--- config.mk ---
export PLATFORM = sky130hd
export DESIGN_NAME = prr_front
export DESIGN_NICKNAME = d
export VERILOG_FILES = /design/src/prr_pkg.sv /design/src/prr_front.sv
export SDC_FILE = /design/constraint.sdc
export NUM_CORES = 2
export LEC_CHECK = 0
export BUFFER_PORTS_ARGS = -buffer_cell sky130_fd_sc_hd__buf_2
export CAP_MARGIN = 20
export CORE_MARGIN = 4
export CORE_UTILIZATION = 55
export CTS_BUF_LIST = sky130_fd_sc_hd__clkbuf_8
export DETAILED_ROUTE_END_ITERATION = 10
export GPL_TIMING_DRIVEN = 0
export PLACE_DENSITY = 0.73
export SLEW_MARGIN = 40
export SYNTH_ARGS = -nofsm -noshare
export SYNTH_HDL_FRONTEND = slang
export SYNTH_SLANG_ARGS = --single-unit
--- constraint.sdc ---
create_clock -name clk -period 7.5 [get_ports clk]
set_clock_uncertainty 0.15 [all_clocks]
set_input_delay 0 -clock clk [delete_from_list [all_inputs] [get_ports clk]]
set_output_delay 0 -clock clk [all_outputs]
set_load 0.02 [all_outputs]
--- src/prr_pkg.sv ---
// ----------------------------------------------------------------------------
// Plane point rotator package
// Shared constants for the rotator pipeline: the CORDIC gain, the width of
// the angle accumulator and the arctangent table in units of 2^-32 turn.
// ----------------------------------------------------------------------------
package prr_pkg;

	localparam int unsigned ATAN_COUNT = 24;
	localparam int unsigned Z_WIDTH    = 34;
	localparam int unsigned GAIN_WIDTH = 30;
	localparam int unsigned FRAC_SHIFT = 30;

	localparam logic [GAIN_WIDTH-1:0] GAIN_Q30 = 30'd652032874;

	function automatic logic [31:0] atan_turn(input int unsigned idx);
		logic [31:0] val;
		case (idx)
			0:       val = 32'd536870912;
			1:       val = 32'd316933405;
			2:       val = 32'd167458907;
			3:       val = 32'd85004756;
			4:       val = 32'd42667331;
			5:       val = 32'd21354465;
			6:       val = 32'd10679838;
			7:       val = 32'd5340245;
			8:       val = 32'd2670163;
			9:       val = 32'd1335086;
			10:      val = 32'd667544;
			11:      val = 32'd333772;
			12:      val = 32'd166886;
			13:      val = 32'd83443;
			14:      val = 32'd41721;
			15:      val = 32'd20860;
			16:      val = 32'd10430;
			17:      val = 32'd5215;
			18:      val = 32'd2607;
			19:      val = 32'd1303;
			20:      val = 32'd651;
			21:      val = 32'd325;
			22:      val = 32'd162;
			23:      val = 32'd81;
			default: val = 32'd0;
		endcase
		return val;
	endfunction

endpackage

--- src/prr_front.sv ---
// ----------------------------------------------------------------------------
// Plane point rotator front end
// Splits the angle into a quarter-turn count and a residual, rotates the
// pair by whole quarter turns, then scales both coordinates by the gain.
// ----------------------------------------------------------------------------
module prr_front
	import prr_pkg::*;
#(
	parameter int unsigned COORD_WIDTH = 24,
	parameter int unsigned ANGLE_WIDTH = 16,
	parameter int unsigned XW          = COORD_WIDTH + 33
) (
	input  logic                          clk,
	input  logic                          arst_n,
	input  logic                          in_valid,
	input  logic signed [COORD_WIDTH-1:0] coord_a,
	input  logic signed [COORD_WIDTH-1:0] coord_b,
	input  logic        [ANGLE_WIDTH-1:0] turn_angle,
	output logic                          valid_s2,
	output logic signed [XW-1:0]          x_s2,
	output logic signed [XW-1:0]          y_s2,
	output logic signed [Z_WIDTH-1:0]     z_s2
);

	localparam int unsigned EW = COORD_WIDTH + 1;
	localparam int unsigned PW = EW + GAIN_WIDTH + 1;
	localparam int unsigned RW = ANGLE_WIDTH - 1;

	logic [ANGLE_WIDTH:0]     biased;
	logic [1:0]               quad;
	logic signed [RW-1:0]     resid;
	logic signed [EW-1:0]     a_ext;
	logic signed [EW-1:0]     b_ext;
	logic signed [EW-1:0]     x_pre;
	logic signed [EW-1:0]     y_pre;
	logic signed [Z_WIDTH-1:0] z_pre;
	logic signed [PW-1:0]     x_prod;
	logic signed [PW-1:0]     y_prod;

	logic                     valid_s1;
	logic signed [EW-1:0]     x_s1;
	logic signed [EW-1:0]     y_s1;
	logic signed [Z_WIDTH-1:0] z_s1;

	always_comb begin
		biased = {1'b0, turn_angle} + ((ANGLE_WIDTH+1)'(1) << (ANGLE_WIDTH - 3));
		quad   = biased[ANGLE_WIDTH-1:ANGLE_WIDTH-2];
		resid  = $signed({1'b0, biased[ANGLE_WIDTH-3:0]})
			- $signed(RW'(1) << (ANGLE_WIDTH - 3));
		a_ext  = {coord_a[COORD_WIDTH-1], coord_a};
		b_ext  = {coord_b[COORD_WIDTH-1], coord_b};
		case (quad)
			2'd1: begin
				x_pre = -b_ext;
				y_pre = a_ext;
			end
			2'd2: begin
				x_pre = -a_ext;
				y_pre = -b_ext;
			end
			2'd3: begin
				x_pre = b_ext;
				y_pre = -a_ext;
			end
			default: begin
				x_pre = a_ext;
				y_pre = b_ext;
			end
		endcase
		z_pre = $signed({{(Z_WIDTH-RW){resid[RW-1]}}, resid}) <<< (32 - ANGLE_WIDTH);
	end

	always_comb begin
		x_prod = PW'(x_s1) * $signed({1'b0, GAIN_Q30});
		y_prod = PW'(y_s1) * $signed({1'b0, GAIN_Q30});
	end

	always_ff @(posedge clk or negedge arst_n) begin
		if (!arst_n) begin
			valid_s1 <= 1'b0;
			valid_s2 <= 1'b0;
		end else begin
			valid_s1 <= in_valid;
			valid_s2 <= valid_s1;
		end
	end

	always_ff @(posedge clk) begin
		x_s1 <= x_pre;
		y_s1 <= y_pre;
		z_s1 <= z_pre;
		x_s2 <= {{(XW-PW){x_prod[PW-1]}}, x_prod};
		y_s2 <= {{(XW-PW){y_prod[PW-1]}}, y_prod};
		z_s2 <= z_s1;
	end

endmodule

==> results.py <==
metrics = {
    "worst_setup_path": {
        "worstPathArrival_ns": 7.69,
        "slowest_stage": "fa_1",
        "start_kind": "flop",
        "critPathMaxStageDelay_ns": 0.57,
        "cp_common_cell": "fa_1",
        "critPathBufInv": 4,
        "end_kind": "flop",
        "critical_path_class": "reg -> reg",
        "critPathMaxFanout": 8,
        "cp_top_family": "adder cells",
        "crit_chain": "ha_1 -> inv_1 -> fa_1 -> inv_1 -> fa_1 -> inv_1 -> fa_1 -> fa_1 -> inv_1 -> fa_1 -> fa_1 -> ha_1 -> a21oi_1 -> o21ai_0 -> a31oi_1 -> a31oi_1 -> a31oi_2 -> a21oi_1 -> a41o_1 -> a21o_1 -> a221oi_1 -> xnor2_1",
        "cp_data_required_time_ns": 7.87,
    },
    "global_route": {
        "grt_pass1_vias": 24600,
        "antenna_found_initial": 16,
        "grt_use_total": 0.275,
        "overflow": 0,
        "grt_pass1_wl_mm": 134,
        "grt_max_degree": 20,
    },
    "route": {
        "routed_wl_mm": 82.8,
        "routedWlPerCell_um": 18.9,
        "postRouteAntennaNets": 0,
        "dr.pass1.iters": 5,
        "vias": 22700,
        "drtIter0Drc": 1267,
        "drc": 0,
        "routed_via_density": 5.18,
    },
    "synth": {
        "yosysMostFrequentCell": "inv_1",
        "synth_top_cell_by_area": "fa_1",
        "ys.flop_type": "dfxtp_1",
        "ys_types": 84,
        "synth_top_area_frac": 0.386,
        "async_flop_share": 0.0105,
        "seq_area_frac_synth": 0.118,
        "yosys_warnings": 0,
        "synth_edf_count": 0,
        "ys_top_cells_by_count": "926 x inv_1, 622 x fa_1, 513 x ha_1",
        "syn_area_sq_um": 32300,
        "synth_area_leaders": "fa_1 39%, ha_1 20%, dfxtp_1 12%, inv_1 11%, xnor2_1 2.2%",
        "syn_inst": 3214,
        "ys_ff_latch": 190,
        "avgSynthCellArea_sq_um": 10.0,
    },
    "sta": {
        "finalSetupViolations": 0,
        "finalHoldViolations": 0,
        "slew_viol_final": 0,
        "slew_headroom": 0.470,
        "period_needed_ns": 7.32,
        "tightestPinTransition_ns": 0.796,
        "fin_crit_sh": 0.976,
        "fmax_ghz": 0.137,
    },
    "floorplanning": {
        "die-area_sq_um": 62600,
        "rows": 88,
        "fp.dieH_um": 250,
        "pin_count": 216,
        "initial_core_util": 0.557,
        "die_x_um": 250,
        "core-area_sq_um": 57900,
    },
    "layout": {
        "final_core_util": 0.631,
        "fin_cells": 4387,
        "drive_gt1_frac": 0.105,
        "syn_to_final_growth_pct": 13.2,
        "layout.nets": 4801,
        "stdcell_area_sq_um": 36500,
        "fillers": 4766,
    },
    "cts": {
        "htree_levels": 4,
        "root_buffer": "clkbuf_8",
        "numCtsBuffers": 17,
        "clock_sinks": 190,
        "cts.clk_slew.worst_paths_ns": 0.12,
        "clk-insertion-delay-late_ns": 0.60,
        "clk_path_buf_depth": 2,
        "cts_tree": "built",
    },
    "placed_design": {
        "place_inst": 4191,
        "io_buffers": 195,
        "placed_area_sq_um": 34300,
        "place_hpwl_mm": 71.1,
        "gp_congestion": 1.01,
    },
    "run": {
        "timing.max_cap.violations": 0,
    },
    "min_path": {
        "hp-class": "in -> reg",
    },
    "outcome": {
        "status": "finished, final reports clean",
    },
}
==> per-stage QoR <==
step	hold slack, ns	TNS (ns)	worst slack, ns
final	0.0761	0	0.180
after floorplan	-0.446	0	0.592
after global routing	0.0698	-0.0112	-0.0112
after CTS	0.0209	0	0.00221
after global placement	-0.364	-3.11	-0.413
after detailed placement	-0.360	-1.88	-0.415
==> registers in the layout, summed over array words and instances, names as in the netlist <==
name	count
valid_s1	1
valid_s2	1
x_s1	25
x_s2	55
y_s1	25
y_s2	55
z_s1	14
z_s2	14
==> cell usage in the layout, fill, tap and decap left out, types with 10 or more instances in the layout <==
| cell type | n |
|---|---|
| nand4_1 | 22 |
| fa_1 | 620 |
| diode_2 | 10 |
| buf_2 | 196 |
| ha_2 | 15 |
| a21o_1 | 53 |
| ha_1 | 495 |
| dfxtp_1 | 149 |
| o21ai_0 | 59 |
| xor2_1 | 80 |
| nor3_1 | 15 |
| mux2i_1 | 25 |
| dlygate4sd3_1 | 147 |
| xnor2_1 | 82 |
| clkbuf_8 | 19 |
| clkbuf_1 | 32 |
| and3_1 | 11 |
| conb_1 | 18 |
| dfxtp_2 | 27 |
| nor2_1 | 115 |
| o21bai_1 | 15 |
| buf_4 | 39 |
| inv_1 | 927 |
| dfxtp_4 | 12 |
| nand3_1 | 18 |
| a21oi_1 | 119 |
| a31oi_1 | 15 |
| nand2_1 | 89 |
| a211oi_1 | 14 |
==> worst min-delay path, stage by stage <==
cell and delay (ns):
dlygate4sd3_1 0.54, buf_2 0.13, nand2_1 0.04, o21ai_0 0.07
==> layer usage <==
layer	global-route usage	wire, um	up-vias	part of all wire
li1	-	-	10600	-
met3	0.0639	5700	171	0.069
met1	0.346	33000	11200	0.40
met2	0.468	40900	677	0.49
met4	0.0970	3110	10	0.038
met5	0	63	-	0.00076
==> logic make-up (layout without fill, tap and decap cells) <==
family	Yosys count	count (layout)	synth area share
XOR/XNOR	162	162	0.0440
AND/OR/NAND/NOR	338	338	0.0498
AO/OA/AOI/OAI	361	361	0.0727
multiplexers	28	28	0.00950
buffers and inverters	999	1380	0.121
flip-flops	190	190	0.118
other	1	28	0.000116
adder cells (fa/ha/maj)	1135	1135	0.585
==> repair_timing <==
action | CTS | global route
pin swaps | 1 | 8
gates resized for setup | 34 | 66
endpoints found under the setup margin | 14 | 21
endpoints found under the hold margin | 67 | 0
setup buffers | 1 | 8
hold buffers | 147 | 0
==> final cells by class <==
type	instances	area [sq um]	share of cell area
Multi-Input combinational cell	2042	24800	0.680
Sequential cell	190	3890	0.107
Inverter	926	3480	0.0951
Timing Repair Buffer	351	2510	0.0688
Tap cell	765	957	0.0262
Buffer	71	430	0.0118
Clock buffer	17	234	0.00640
Clock inverter	15	164	0.00449
Antenna cell	10	25.0	0.000685
==> final timing paths <==
kind / slack, ns / endpoint / startpoint / cells after the start
worst max-delay path: 0.18 / y_s2[55] / y_s1[1] / 22
worst min-delay path: 0.08 / y_s1[0] / coord_a[0] / 4
worst max register to register: 0.18 / y_s2[55] / y_s1[1] / 22
worst min register to register: 0.19 / z_s2[22] / z_s1[22] / 0
max in group asynchronous: 6.96 / valid_s1 / arst_n / 3
min in group asynchronous: 0.12 / valid_s2 / arst_n / 3
Power is not shown: default switching activity piles up to over one toggle a cycle in this logic, so the estimate is an artifact.
