**config.mk**
```make
export PLATFORM = sky130hd
export DESIGN_NAME = prr_finish
export DESIGN_NICKNAME = d
export VERILOG_FILES = /design/src/prr_pkg.sv /design/src/prr_finish.sv
export SDC_FILE = /design/constraint.sdc
export NUM_CORES = 1
export LEC_CHECK = 0
export ABC_AREA = 1
export BUFFER_PORTS_ARGS = -buffer_cell sky130_fd_sc_hd__buf_2
export CAP_MARGIN = 20
export CELL_PAD_IN_SITES_DETAIL_PLACEMENT = 0
export CELL_PAD_IN_SITES_GLOBAL_PLACEMENT = 1
export CORE_MARGIN = 10
export CORE_UTILIZATION = 27
export DETAILED_ROUTE_END_ITERATION = 16
export PLACE_DENSITY_LB_ADDON = 0.08
export SYNTH_ARGS = -nofsm -noshare
export SYNTH_HDL_FRONTEND = slang
export SYNTH_SLANG_ARGS = --single-unit
export TNS_END_PERCENT = 30
```
**constraint.sdc**
```tcl
create_clock -name clk -period 0.8 [get_ports clk]
set_clock_uncertainty 0.05 [all_clocks]
set_input_delay 0 -clock clk [delete_from_list [all_inputs] [get_ports clk]]
set_output_delay 0 -clock clk [all_outputs]
set_load 0.005 [all_outputs]
```
**src/prr_pkg.sv**
```systemverilog
// ----------------------------------------------------------------------------
// Plane point rotator package
// Shared constants for the rotator pipeline: the CORDIC gain, the width of
// the angle accumulator and the arctangent table in units of 2^-32 turn.
// ----------------------------------------------------------------------------
package prr_pkg;

	localparam int unsigned ATAN_COUNT = 24;
	localparam int unsigned Z_WIDTH    = 34;
	localparam int unsigned GAIN_WIDTH = 30;
	localparam int unsigned FRAC_SHIFT = 30;

	localparam logic [GAIN_WIDTH-1:0] GAIN_Q30 = 30'd652032874;

	function automatic logic [31:0] atan_turn(input int unsigned idx);
		logic [31:0] val;
		case (idx)
			0:       val = 32'd536870912;
			1:       val = 32'd316933405;
			2:       val = 32'd167458907;
			3:       val = 32'd85004756;
			4:       val = 32'd42667331;
			5:       val = 32'd21354465;
			6:       val = 32'd10679838;
			7:       val = 32'd5340245;
			8:       val = 32'd2670163;
			9:       val = 32'd1335086;
			10:      val = 32'd667544;
			11:      val = 32'd333772;
			12:      val = 32'd166886;
			13:      val = 32'd83443;
			14:      val = 32'd41721;
			15:      val = 32'd20860;
			16:      val = 32'd10430;
			17:      val = 32'd5215;
			18:      val = 32'd2607;
			19:      val = 32'd1303;
			20:      val = 32'd651;
			21:      val = 32'd325;
			22:      val = 32'd162;
			23:      val = 32'd81;
			default: val = 32'd0;
		endcase
		return val;
	endfunction

endpackage

```
**src/prr_finish.sv**
```systemverilog
// ----------------------------------------------------------------------------
// Plane point rotator output stage
// Rounds both coordinates back to the input scale, dropping the 30 gain
// fraction bits, half up, and saturates them to the coordinate range.
// ----------------------------------------------------------------------------
module prr_finish
	import prr_pkg::*;
#(
	parameter int unsigned COORD_WIDTH = 24,
	parameter int unsigned XW          = COORD_WIDTH + 33
) (
	input  logic                          clk,
	input  logic                          arst_n,
	input  logic                          valid_in,
	input  logic signed [XW-1:0]          x_in,
	input  logic signed [XW-1:0]          y_in,
	output logic                          done,
	output logic signed [COORD_WIDTH-1:0] rotated_a,
	output logic signed [COORD_WIDTH-1:0] rotated_b
);

	localparam int unsigned RW = XW + 1 - FRAC_SHIFT;

	function automatic logic [COORD_WIDTH-1:0] round_sat(input logic [XW-1:0] v);
		logic [XW:0]   sum;
		logic [RW-1:0] r;
		logic          fits;
		logic [COORD_WIDTH-1:0] res;
		sum  = {v[XW-1], v} + ((XW+1)'(1) << (FRAC_SHIFT - 1));
		r    = sum[XW:FRAC_SHIFT];
		fits = (r[RW-1:COORD_WIDTH-1] == '0) || (r[RW-1:COORD_WIDTH-1] == '1);
		if (fits) begin
			res = r[COORD_WIDTH-1:0];
		end else if (r[RW-1]) begin
			res = {1'b1, {(COORD_WIDTH-1){1'b0}}};
		end else begin
			res = {1'b0, {(COORD_WIDTH-1){1'b1}}};
		end
		return res;
	endfunction

	always_ff @(posedge clk or negedge arst_n) begin
		if (!arst_n) begin
			done <= 1'b0;
		end else begin
			done <= valid_in;
		end
	end

	always_ff @(posedge clk) begin
		rotated_a <= $signed(round_sat(x_in));
		rotated_b <= $signed(round_sat(y_in));
	end

endmodule
```
==> results of run 1 <==
==> area by class of cell <==
class,instances,share of cell area
multi-input cells,344,0.4143
repair buffers,239,0.3326
well taps,136,0.03113
flip-flops and latches,49,0.1831
clock buffers,5,0.01259
clock inverters,3,0.01190
inverters,20,0.01442
==> what timing repair did <==
action                                  CTS  global route
endpoints found under the hold margin    12             3
endpoints found under the setup margin   55            88
pin swaps                                27            30
gates resized for setup                  61           104
gates cloned                              3             3
setup buffers                             5             7
==> routing by layer <==
layer | vias to the layer above | share of wire
met5 | - | 0
li1 | 1766 | -
met3 | 2 | 0.055
met1 | 1480 | 0.49
met2 | 66 | 0.45
met4 | 0 | 0.0036
==> metrics by stage <==
| step | area (sq um) | setup slack [ps] | setup TNS [ps] | std cells | utilization |
|---|---|---|---|---|---|
| 2_1_floorplan | 2983 | -503.8 | -22620 | 418 | - |
| 3_3_place_gp | 4486 | -771.0 | -34500 | 762 | 0.4287 |
| 3_5_place_dp | 4486 | -782.8 | -34770 | 762 | 0.4287 |
| 4_1_cts | 4996 | -329.1 | -14380 | 786 | 0.4775 |
| 5_1_grt | 5466 | -490.7 | -21470 | 796 | 0.5225 |
| 6_report | 5466 | -423.0 | -17400 | 796 | 0.5225 |
==> power breakdown <==
part           internal (mW)  switching, mW
clock network           1.24          0.824
registers               2.64         0.0589
logic                  0.982          0.918
total                   4.87           1.80
==> cell families after synthesis <==
kind of cell	Yosys count
xor gates and xnor gates	44
adders and majority gates	2
and+or+nand+nor	295
buffers and inverters	28
DFF	49
==> critical path, stage by stage <==
cell,delay (ps)
sky130_fd_sc_hd__buf_8,80
sky130_fd_sc_hd__ha_4,130
sky130_fd_sc_hd__nand2_4,50
sky130_fd_sc_hd__nor2_4,100
sky130_fd_sc_hd__nand2_4,100
sky130_fd_sc_hd__nor2_4,110
sky130_fd_sc_hd__nand3_2,110
sky130_fd_sc_hd__nand2_2,120
sky130_fd_sc_hd__nand4_1,170
sky130_fd_sc_hd__nand2_4,170
sky130_fd_sc_hd__buf_12,140
sky130_fd_sc_hd__nand2_1,60
==> synthesized netlist by cell type (2+ instances only) <==
master and instances:
sky130_fd_sc_hd__buf_12 2, sky130_fd_sc_hd__nor2_1 47, sky130_fd_sc_hd__nand4_1 7, sky130_fd_sc_hd__nand2_1 161, sky130_fd_sc_hd__xnor2_1 16, sky130_fd_sc_hd__dfxtp_1 48
sky130_fd_sc_hd__ha_1 2, sky130_fd_sc_hd__xor2_1 28, sky130_fd_sc_hd__nand2_2 33, sky130_fd_sc_hd__nor2_2 7, sky130_fd_sc_hd__inv_1 18, sky130_fd_sc_hd__nand2_4 4
sky130_fd_sc_hd__nand3_1 14, sky130_fd_sc_hd__inv_2 2, sky130_fd_sc_hd__buf_4 2, sky130_fd_sc_hd__nor2_4 10, sky130_fd_sc_hd__buf_2 2, sky130_fd_sc_hd__nor3_1 9
==> sequential cells by signal, indices dropped and copies added (netlist names) <==
| register | cells |
|---|---|
| rotated_a | 24 |
| done | 1 |
| rotated_b | 24 |
==> final timing paths <==
kind / slack, ps / end / startpoint
min in group asynchronous: 480 / done / arst_n
max in group asynchronous: 120 / done / arst_n
max: -420 / rotated_a[8] / x_in[30]
min: -40 / rotated_a[0] / x_in[29]
==> impl_summary.txt, run 1 <==
----------------------------------------------------
[Synth]
  Post-Syn Area per Cell ... 7.016 sq um
  Fraction of the mapped netlist area in adder cells ... 0.008532
  Dominant combinational cell family by area after synthesis ... simple AND/OR/NAND/NOR gates
  Xor and xnor fraction of the mapped netlist area ... 0.1314
  Cell types with the largest area share after synthesis ... sky130_fd_sc_hd__dfxtp_1 (33%), sky130_fd_sc_hd__nand2_1 (21%), sky130_fd_sc_hd__xor2_1 (8.4%)
  Synth Cell Area ... approximately 2900 sq um
  Part of the Yosys area used for sequential elements ... 0.3362
  Area leader, netlist ... sky130_fd_sc_hd__dfxtp_1
  Net count after synthesis ... between 500 and 600
  Proportion of netlist area held by the largest area contributor ... 0.3276
  Async SR Flop Fraction ... 0.02041
  Area share of and/or/nand/nor cells after synthesis ... 0.4672
  Yosys cell types ... 24
  EDFF count, synth ... 0
  Post-Syn Instances ... approximately 420
  Compound-Gate Fraction of Synth Area ... 0
  Dominant synthesized flop cell ... sky130_fd_sc_hd__dfxtp_1
  Proportion of synthesized area in mux cells ... 0
  Yosys synthesis warning count ... 0
  #FFs+latches synth ... between 40 and 50

[CTS]
  Clock tree sinks ... 49
  # H-tree levels ... 2
  Post-cts hold buffer count ... 8
  Number of buffers inserted during clock tree synthesis ... 5
  Clock-pin slew of the registers on the worst-case setup and hold paths ... about 90 ps
  Clk root buf ... sky130_fd_sc_hd__clkbuf_8
  TritonCTS clock tree ... yes
  Number of buffers between clock root and the deepest sink ... 2

[Worst hold path]
  Type of the worst min-delay path ... in2reg
  Number of stages on the worst hold path ... 4

[Placed design]
  Count of buffers from port buffering ... between 100 and 150
  Weighted congestion reported at the end of routability-driven placement ... just over 0.8
  HPWL after detailed placement ... 8127 microns

[Global route]
  Wire length of the first global-routing pass ... around 17000 microns
  Fraction of met1 tracks used by global routing ... 0.1720
  Overall fraction of global-route tracks in use ... 0.1268
  Global Route met3 Usage ... 0.04163
  Number of global-route vias before repair ... around 3.3k
  Number of antenna violations at the first check in global routing ... 0
  Routing layer with the top usage in global route ... met2
  Met2 Track Usage GR ... 0.1938
  Pin count of the biggest net entering global routing ... 16
  Global-route congestion overflow total ... 0

[Cells and area]
  Filler Cells Inserted ... 1079
  Fraction of layout cells with a size suffix above 1 ... 0.6227
  Diodes inserted ... 0
  Area of combinational cells with multiple inputs ... 2265 sq um
  Commonest non-fill, non-tap cell in the layout ... sky130_fd_sc_hd__buf_4
  FF+latch area ... ~1000 sq um
  Area added between synthesis and finish ... 86.39%
  Total number of nets in the final design ... 778
  Commonest non-fill, non-tap cells in the layout ... sky130_fd_sc_hd__buf_4 (116), sky130_fd_sc_hd__nand2_1 (101), sky130_fd_sc_hd__buf_2 (86)

[Floorplanning]
  Number of placed I/O pins ... 166
  Core Rows ... 37
  Effective utilization at floorplan ... 0.2803
  Full die area ... roughly 15000 sq um
  Total core area ... ~10000 sq um
  Die width ... roughly 120 microns
  Overall die height ... 124.2 microns

[STA]
  Setup violators final ... slightly below 50
  Highest clock rate ... approximately 820 MHz
  Post-route setup slack ... -423.0 ps
  Final critical-path share of the clock period ... 1.529
  Worst Hold Slack ... -35.62 ps
  Final-report max-slew violation count ... 0
  Worst-Margin Slew ... between 300 and 400 ps
  Minimum clock period ... 1223 ps
  Worst slew margin relative to its limit ... 0.7938
  Final hold violation count ... 5
  Setup repair after global routing missed its margin ... yes

[Setup path]
  WP data arrival ... approximately 1400 ps
  Top fanout value on the critical path ... 11
  Class of the most critical setup path ... in2reg
  Required time at the endpoint of the critical path ... 940 ps
  Endpoint kind of the worst setup timing path ... flip-flop
  Setup crit start kind ... input pin

[Power and ir drop]
  Static power due to leakage ... 2.627 nW
  Overall power after layout ... 6.669 mW
  Maximum resistive drop on vdd ... approximately 1000 uV
  Total power divided by cell area ... between 1000 and 1500 nW/um^2

[Job]
  Number of max-capacitance violations reported ... 0

[Drt]
  Iter 0 DRT Violations ... 80
  Per-cell routed wire length ... ~13 microns
  DRT Pass-1 Iters ... 4
  Post-detailed-routing wire length ... roughly 11000 microns
  Vias per Instance ... roughly 4.2
  Detail Route Antenna Nets ... 0
  DR DRC count ... 0
  DR vias ... 3314

[Run status]
  Failing checks ... hold timing, setup timing
  Run status ... finished with violations

----------------------------------------------------
Note: power is estimated with default switching activity, not from simulation.
==> inputs of run 2 (changes only) <==
Settings changed: CAP_MARGIN 20 to default, CORE_MARGIN 10 to default, SETUP_SLACK_MARGIN from default to 0.15.
==> run 2 against run 1 <==
Effect of this change:
- the run still ends with hold timing, setup timing left
- fmax fell by 0.33%
- count of clock-buffer cells in the layout rose by 2
- global-route usage increased by 4.3 points
- power is 4.3% lower
- non-clock buffer count rose by 6
- combinational power decreased by 5%
- routed wire length fell by 11%
- sequential share of layout area up 0.49 points
- largest power group unchanged
- highest routed layer unchanged
==> impl_summary.txt, run 2 (synthesis results as in run 1) <==
----------------------------------------------------
[Drt]
  Vias per Instance ... about 4.1
  Detail Route Antenna Nets ... 0
  DR DRC count ... 0
  DRT Pass-1 Iters ... 4
  Iter 0 DRT Violations ... 91
  DR vias ... approximately 3.3k
  Post-detailed-routing wire length ... about 9500 microns
  Per-cell routed wire length ... 11.90 microns

[Job]
  Number of max-capacitance violations reported ... 0

[STA]
  Setup repair after global routing missed its margin ... yes
  Final-report max-slew violation count ... 0
  Final hold violation count ... 5
  Worst slew margin relative to its limit ... 0.7913
  Minimum clock period ... between 1000 and 1500 ps
  Worst-Margin Slew ... 312.0 ps
  Setup violators final ... between 40 and 50
  Total Negative Setup Slacks ... -18380 ps
  Final critical-path share of the clock period ... 1.534
  Post-route setup slack ... -427.0 ps
  Highest clock rate ... 815.0 MHz
  Worst Hold Slack ... -58.86 ps

[Setup path]
  Class of the most critical setup path ... in2reg
  Cell type with the highest occurrence count on the critical path ... sky130_fd_sc_hd__nand2_4
  Required time at the endpoint of the critical path ... about 990 ps
  Top fanout value on the critical path ... 6
  Endpoint kind of the worst setup timing path ... flip-flop
  Critical path's largest stage delay ... ~160 ps
  List of cells traversed by the critical path ... buf_8, ha_4, nand2_4, nor2_4, nand2_4, nor2_4, nand2_1, nand2_2, nand2_4, nor2_4, nand2_8, nand2_8, nand2_1, nand2_4
  Slowest cell on the critical path ... sky130_fd_sc_hd__nor2_4
  Setup crit start kind ... input pin
  WP data arrival ... ~1400 ps

[Cells and area]
  Filler Cells Inserted ... 1070
  Final standard cell count with taps included and fillers excluded ... about 800
  Commonest non-fill, non-tap cell in the layout ... sky130_fd_sc_hd__buf_4
  Fraction of layout cells with a size suffix above 1 ... 0.6021
  Area added between synthesis and finish ... 81.57%
  End-of-flow core utilization ... 0.5112
  Top Registers ... rotated_a (24), rotated_b (24), done (1)
  Diodes inserted ... 0
  Total number of nets in the final design ... ~780
  Area of combinational cells with multiple inputs ... around 2200 sq um
  FF+latch area ... 1001 sq um
  Cell area after layout ... between 5000 and 6000 sq um
  Commonest non-fill, non-tap cells in the layout ... sky130_fd_sc_hd__buf_4 (124), sky130_fd_sc_hd__nand2_1 (109), sky130_fd_sc_hd__buf_2 (100)

[Placed design]
  Dpl cell area ... around 4500 sq um
  Weighted congestion reported at the end of routability-driven placement ... 0.7831
  Count of placed standard cells including taps ... 764
  Count of buffers from port buffering ... roughly 110
  HPWL after detailed placement ... between 7000 and 8000 microns

[Power and ir drop]
  Total net switching power ... 1.794 mW
  Part of the total power dissipated in sequential elements ... 0.422
  Portion of total power attributed to combinational logic ... 0.282
  Internal cell power ... 4.588 mW
  Total power divided by cell area ... ~1200 nW/um^2
  Switching share of power ... 0.2811
  Static power due to leakage ... about 2.6 nW
  Maximum resistive drop on vdd ... about 800 uV
  Clock share of power ... 0.295

[Floorplanning]
  Die width ... 106.2 microns
  Core Rows ... 37
  Effective utilization at floorplan ... 0.2816
  Full die area ... between 10000 and 15000 sq um
  Total core area ... approximately 10000 sq um
  Number of placed I/O pins ... approximately 170
  Overall die height ... about 110 microns

[Global route]
  Global-route congestion overflow total ... 0
  Overall fraction of global-route tracks in use ... 0.1698
  Number of antenna violations at the first check in global routing ... 0
  Number of global-route vias before repair ... 3059
  Pin count of the biggest net entering global routing ... 15
  Wire length of the first global-routing pass ... 14930 microns

[CTS]
  Clock tree sinks ... 49
  # H-tree levels ... 2
  Number of buffers inserted during clock tree synthesis ... 5
  Post-cts hold buffer count ... 2
  Number of buffers between clock root and the deepest sink ... 2
  Clk root buf ... sky130_fd_sc_hd__clkbuf_8
  Clock-pin slew of the registers on the worst-case setup and hold paths ... around 100 ps
  TritonCTS clock tree ... yes

[Worst hold path]
  Number of stages on the worst hold path ... 3
  Type of the worst min-delay path ... in2reg

[Run status]
  Run status ... finished with violations
  Failing checks ... hold timing, setup timing

----------------------------------------------------
[run 2: changes by cell type in the layout (fill, tap and decap cells not counted), moves of 3 or more]
cell and change:
sky130_fd_sc_hd__buf_2 +14, sky130_fd_sc_hd__buf_4 +8, sky130_fd_sc_hd__buf_6 -10, sky130_fd_sc_hd__dlygate4sd3_1 -6, sky130_fd_sc_hd__nand2_1 +8, sky130_fd_sc_hd__nand2_2 -7, sky130_fd_sc_hd__nand3_1 +3, sky130_fd_sc_hd__nand3_2 -3
sky130_fd_sc_hd__nor2_1 +9, sky130_fd_sc_hd__nor2_4 -8
[run 2: path summary, 6_finish.rpt]
path / start / to / slack (ps)
min in group asynchronous: arst_n / done / -40
setup / recovery: x_in[30] / rotated_a[14] / -430
hold / removal: y_in[56] / rotated_b[23] / -60
max in group asynchronous: arst_n / done / 660
[run 2: cell type report]
| cell class | instances | area share |
|---|---|---|
| clock buffers | 7 | 0.01621 |
| inverters | 20 | 0.01480 |
| repair buffers | 245 | 0.3362 |
| well taps | 136 | 0.03195 |
| clock inverters | 1 | 0.005639 |
| multi-input cells | 344 | 0.4072 |
| flip-flops and latches | 49 | 0.1880 |
[run 2: worst max-delay path: cells and delay by family]
family	cells	cell delay, ps
buffers and inverters	1	80
and+or+nand+nor	12	1180
adders and majority gates	1	140
[run 2: power groups by stage]
stage / Clock [mW] / Combinational [mW] / Sequential (mW)
CTS: 1.94 / 1.68 / 2.68
global route: 2.10 / 1.96 / 2.71
finish: 1.89 / 1.80 / 2.69
floorplan: 0 / 0.587 / 2.77
detailed placement: 0 / 1.47 / 2.74
global placement: 0 / 1.46 / 2.74
[run 2: timing repair]
| item | CTS | global route |
|---|---|---|
| pin swaps | 27 | 29 |
| setup endpoints to repair | 97 | 97 |
| gates resized for setup | 60 | 60 |
| buffers inserted | 16 | 6 |
| endpoints found under the hold margin | 10 | 5 |
| gates cloned | 4 | 2 |
[run 2: stage by stage]
step	power (mW)	setup slack (ps)	hold slack, ps
2_1_floorplan	3.355	-503.8	-345.6
3_3_place_gp	4.199	-775.3	-276.2
3_5_place_dp	4.202	-821.2	-274.2
4_1_cts	6.305	-381.3	-73.48
5_1_grt	6.766	-508.9	-71.65
6_report	6.381	-427.0	-58.86
[run 2: metal layers]
metal | global-route usage | up-vias | routed length [microns]
met2 | 0.2588 | 82 | 4169
met3 | 0.02759 | 5 | 426
li1 | - | 1775 | -
met1 | 0.2490 | 1461 | 4888
met5 | 0 | - | 0
met4 | 0.03571 | 0 | 61
==> inputs of run 3 (changes only) <==
Settings changed: BUFFER_PORTS_ARGS -buffer_cell sky130_fd_sc_hd__buf_2 to default, CORE_UTILIZATION 27 to 38, DONT_BUFFER_PORTS from default to 1, PLACE_DENSITY_LB_ADDON 0.08 to 0.1.
==> run 3 against run 2 <==
Effect of this change:
- global-route usage up 3.6 points
- hold slack worse by 110 ps
- critical endpoint is now rotated_a[19]
- cell count down 24%
- flip-flop and latch count unchanged
- the flow still finishes with violations (hold timing, setup timing)
- sequential share of layout area up 5.4 points
- fmax up 14%
- critical path depth down 3
- largest cell class unchanged
- die area down 28%
==> impl_summary.txt, run 3 (synthesis results as in run 1) <==
----------------------------------------------------
[STA]
  Worst slew margin relative to its limit ... 0.8256
  Worst-Margin Slew ... ~260 ps
  Final critical-path share of the clock period ... 1.342
  Highest clock rate ... 931.3 MHz
  Minimum clock period ... between 1000 and 1500 ps
  Final hold violation count ... 33
  Worst Hold Slack ... -173.4 ps
  Setup violators final ... 47
  Final-report max-slew violation count ... 0
  Post-route setup slack ... -273.8 ps
  Setup repair after global routing missed its margin ... yes

[Drt]
  DR vias ... approximately 2.8k
  DR DRC count ... 0
  Vias per Instance ... 4.596
  Per-cell routed wire length ... about 13 microns
  Post-detailed-routing wire length ... roughly 8200 microns
  Iter 0 DRT Violations ... 81
  Detail Route Antenna Nets ... 0
  DRT Pass-1 Iters ... 4

[CTS]
  Post-cts hold buffer count ... 19
  # H-tree levels ... 2
  Number of buffers between clock root and the deepest sink ... 2
  Clock-pin slew of the registers on the worst-case setup and hold paths ... about 90 ps
  Clock tree sinks ... 49
  Clk root buf ... sky130_fd_sc_hd__clkbuf_8
  TritonCTS clock tree ... yes
  Number of buffers inserted during clock tree synthesis ... 5

[Global route]
  Wire length of the first global-routing pass ... between 10000 and 15000 microns
  Number of antenna violations at the first check in global routing ... 0
  Pin count of the biggest net entering global routing ... 24
  Global-route congestion overflow total ... 0
  Overall fraction of global-route tracks in use ... 0.2053
  Number of global-route vias before repair ... around 2.7k

[Setup path]
  Endpoint kind of the worst setup timing path ... flip-flop
  Class of the most critical setup path ... in2reg
  Required time at the endpoint of the critical path ... 1000 ps
  Setup crit start kind ... input pin
  List of cells traversed by the critical path ... ha_4, nand2_4, nor2_4, nand2_4, buf_4, buf_4, nor3_1, buf_4, xor2_1, nand2_1, nand2_1
  Cell type with the highest occurrence count on the critical path ... sky130_fd_sc_hd__buf_4
  WP data arrival ... 1270 ps
  Top fanout value on the critical path ... 4
  Slowest cell on the critical path ... sky130_fd_sc_hd__nor3_1
  Critical path's largest stage delay ... 210 ps

[Floorplanning]
  Die width ... about 90 microns
  Total core area ... 7370 sq um
  Full die area ... ~8100 sq um
  Number of placed I/O pins ... 166
  Effective utilization at floorplan ... 0.3980
  Core Rows ... 31
  Overall die height ... about 90 microns

[Cells and area]
  Diodes inserted ... 0
  Area added between synthesis and finish ... 39.46%
  Fraction of layout cells with a size suffix above 1 ... 0.3549
  Top Registers ... rotated_a (24), rotated_b (24), done (1)
  Commonest non-fill, non-tap cell in the layout ... sky130_fd_sc_hd__nand2_1
  Total number of nets in the final design ... 628
  Area of combinational cells with multiple inputs ... 1996 sq um
  Commonest non-fill, non-tap cells in the layout ... sky130_fd_sc_hd__nand2_1 (141), sky130_fd_sc_hd__buf_4 (66), sky130_fd_sc_hd__nand2_2 (50)
  Final standard cell count with taps included and fillers excluded ... about 600
  FF+latch area ... approximately 1000 sq um
  Filler Cells Inserted ... 710

[Power and ir drop]
  Total power divided by cell area ... 1364 nW/um^2
  Maximum resistive drop on vdd ... ~1000 uV
  Static power due to leakage ... ~1.9 nW

[Placed design]
  Weighted congestion reported at the end of routability-driven placement ... 0.8700
  Count of placed standard cells including taps ... between 500 and 600
  Count of buffers from port buffering ... 0
  HPWL after detailed placement ... roughly 6000 microns

[Run status]
  Run status ... finished with violations
  Failing checks ... hold timing, setup timing

[Job]
  Number of max-capacitance violations reported ... 0

[Worst hold path]
  Type of the worst min-delay path ... in2reg

----------------------------------------------------
-- run 3: per-stage QoR --
stage                     instance area, sq um  worst slack, ps  TNS [ps]    util  total power, mW
after CTS                                 3924           -247.4    -10250  0.5324            5.622
after global routing                      4090           -346.1    -14210  0.5550            5.886
after detailed placement                  3538           -595.1    -27020  0.4801            3.589
final                                     4090           -273.8    -10250  0.5550            5.577
after global placement                    3538           -582.4    -26270  0.4801            3.580
after floorplan                           2983           -503.8    -22620       -            3.355
-- run 3: per-layer routing --
layer,part of all wire,vias to the layer above,GRT usage
met4,0.012,0,0.06452
met2,0.43,90,0.3000
met1,0.48,1235,0.2905
met5,0,-,0
met3,0.076,8,0.05753
li1,-,1466,-
-- run 3: path summary, 6_finish.rpt --
check                         start             to  cells after the start
worst min-delay path       y_in[33]   rotated_b[3]                      3
min in group asynchronous    arst_n           done                      2
max in group asynchronous    arst_n           done                      2
worst max-delay path       x_in[29]  rotated_a[19]                     11
-- run 3: worst max-delay path, delay by kind of cell --
family        cells  cell delay [ps]
simple gates      6              590
buf+inv           3              420
xor+xnor          1              150
fa+ha+maj         1              120
-- run 3: final cells by class --
class	count	share of cell area
clock inverters	1	0.007342
repair buffers	90	0.1921
clock buffers	7	0.02111
flip-flops and latches	49	0.2417
well taps	99	0.03028
multi-input cells	343	0.4879
inverters	20	0.01958
-- run 3: what timing repair did --
item	4_1_cts	5_1_grt
endpoints found under the hold margin	49	33
gates cloned	2	0
resized for setup	9	40
setup endpoints to repair	97	97
pin swaps	1	7
buffers inserted	5	4
-- run 3: power breakdown --
part	total, mW	switching, mW	internal [mW]
Combinational	0.974	0.505	0.469
Sequential	2.74	0.0985	2.64
Clock	1.87	0.846	1.02
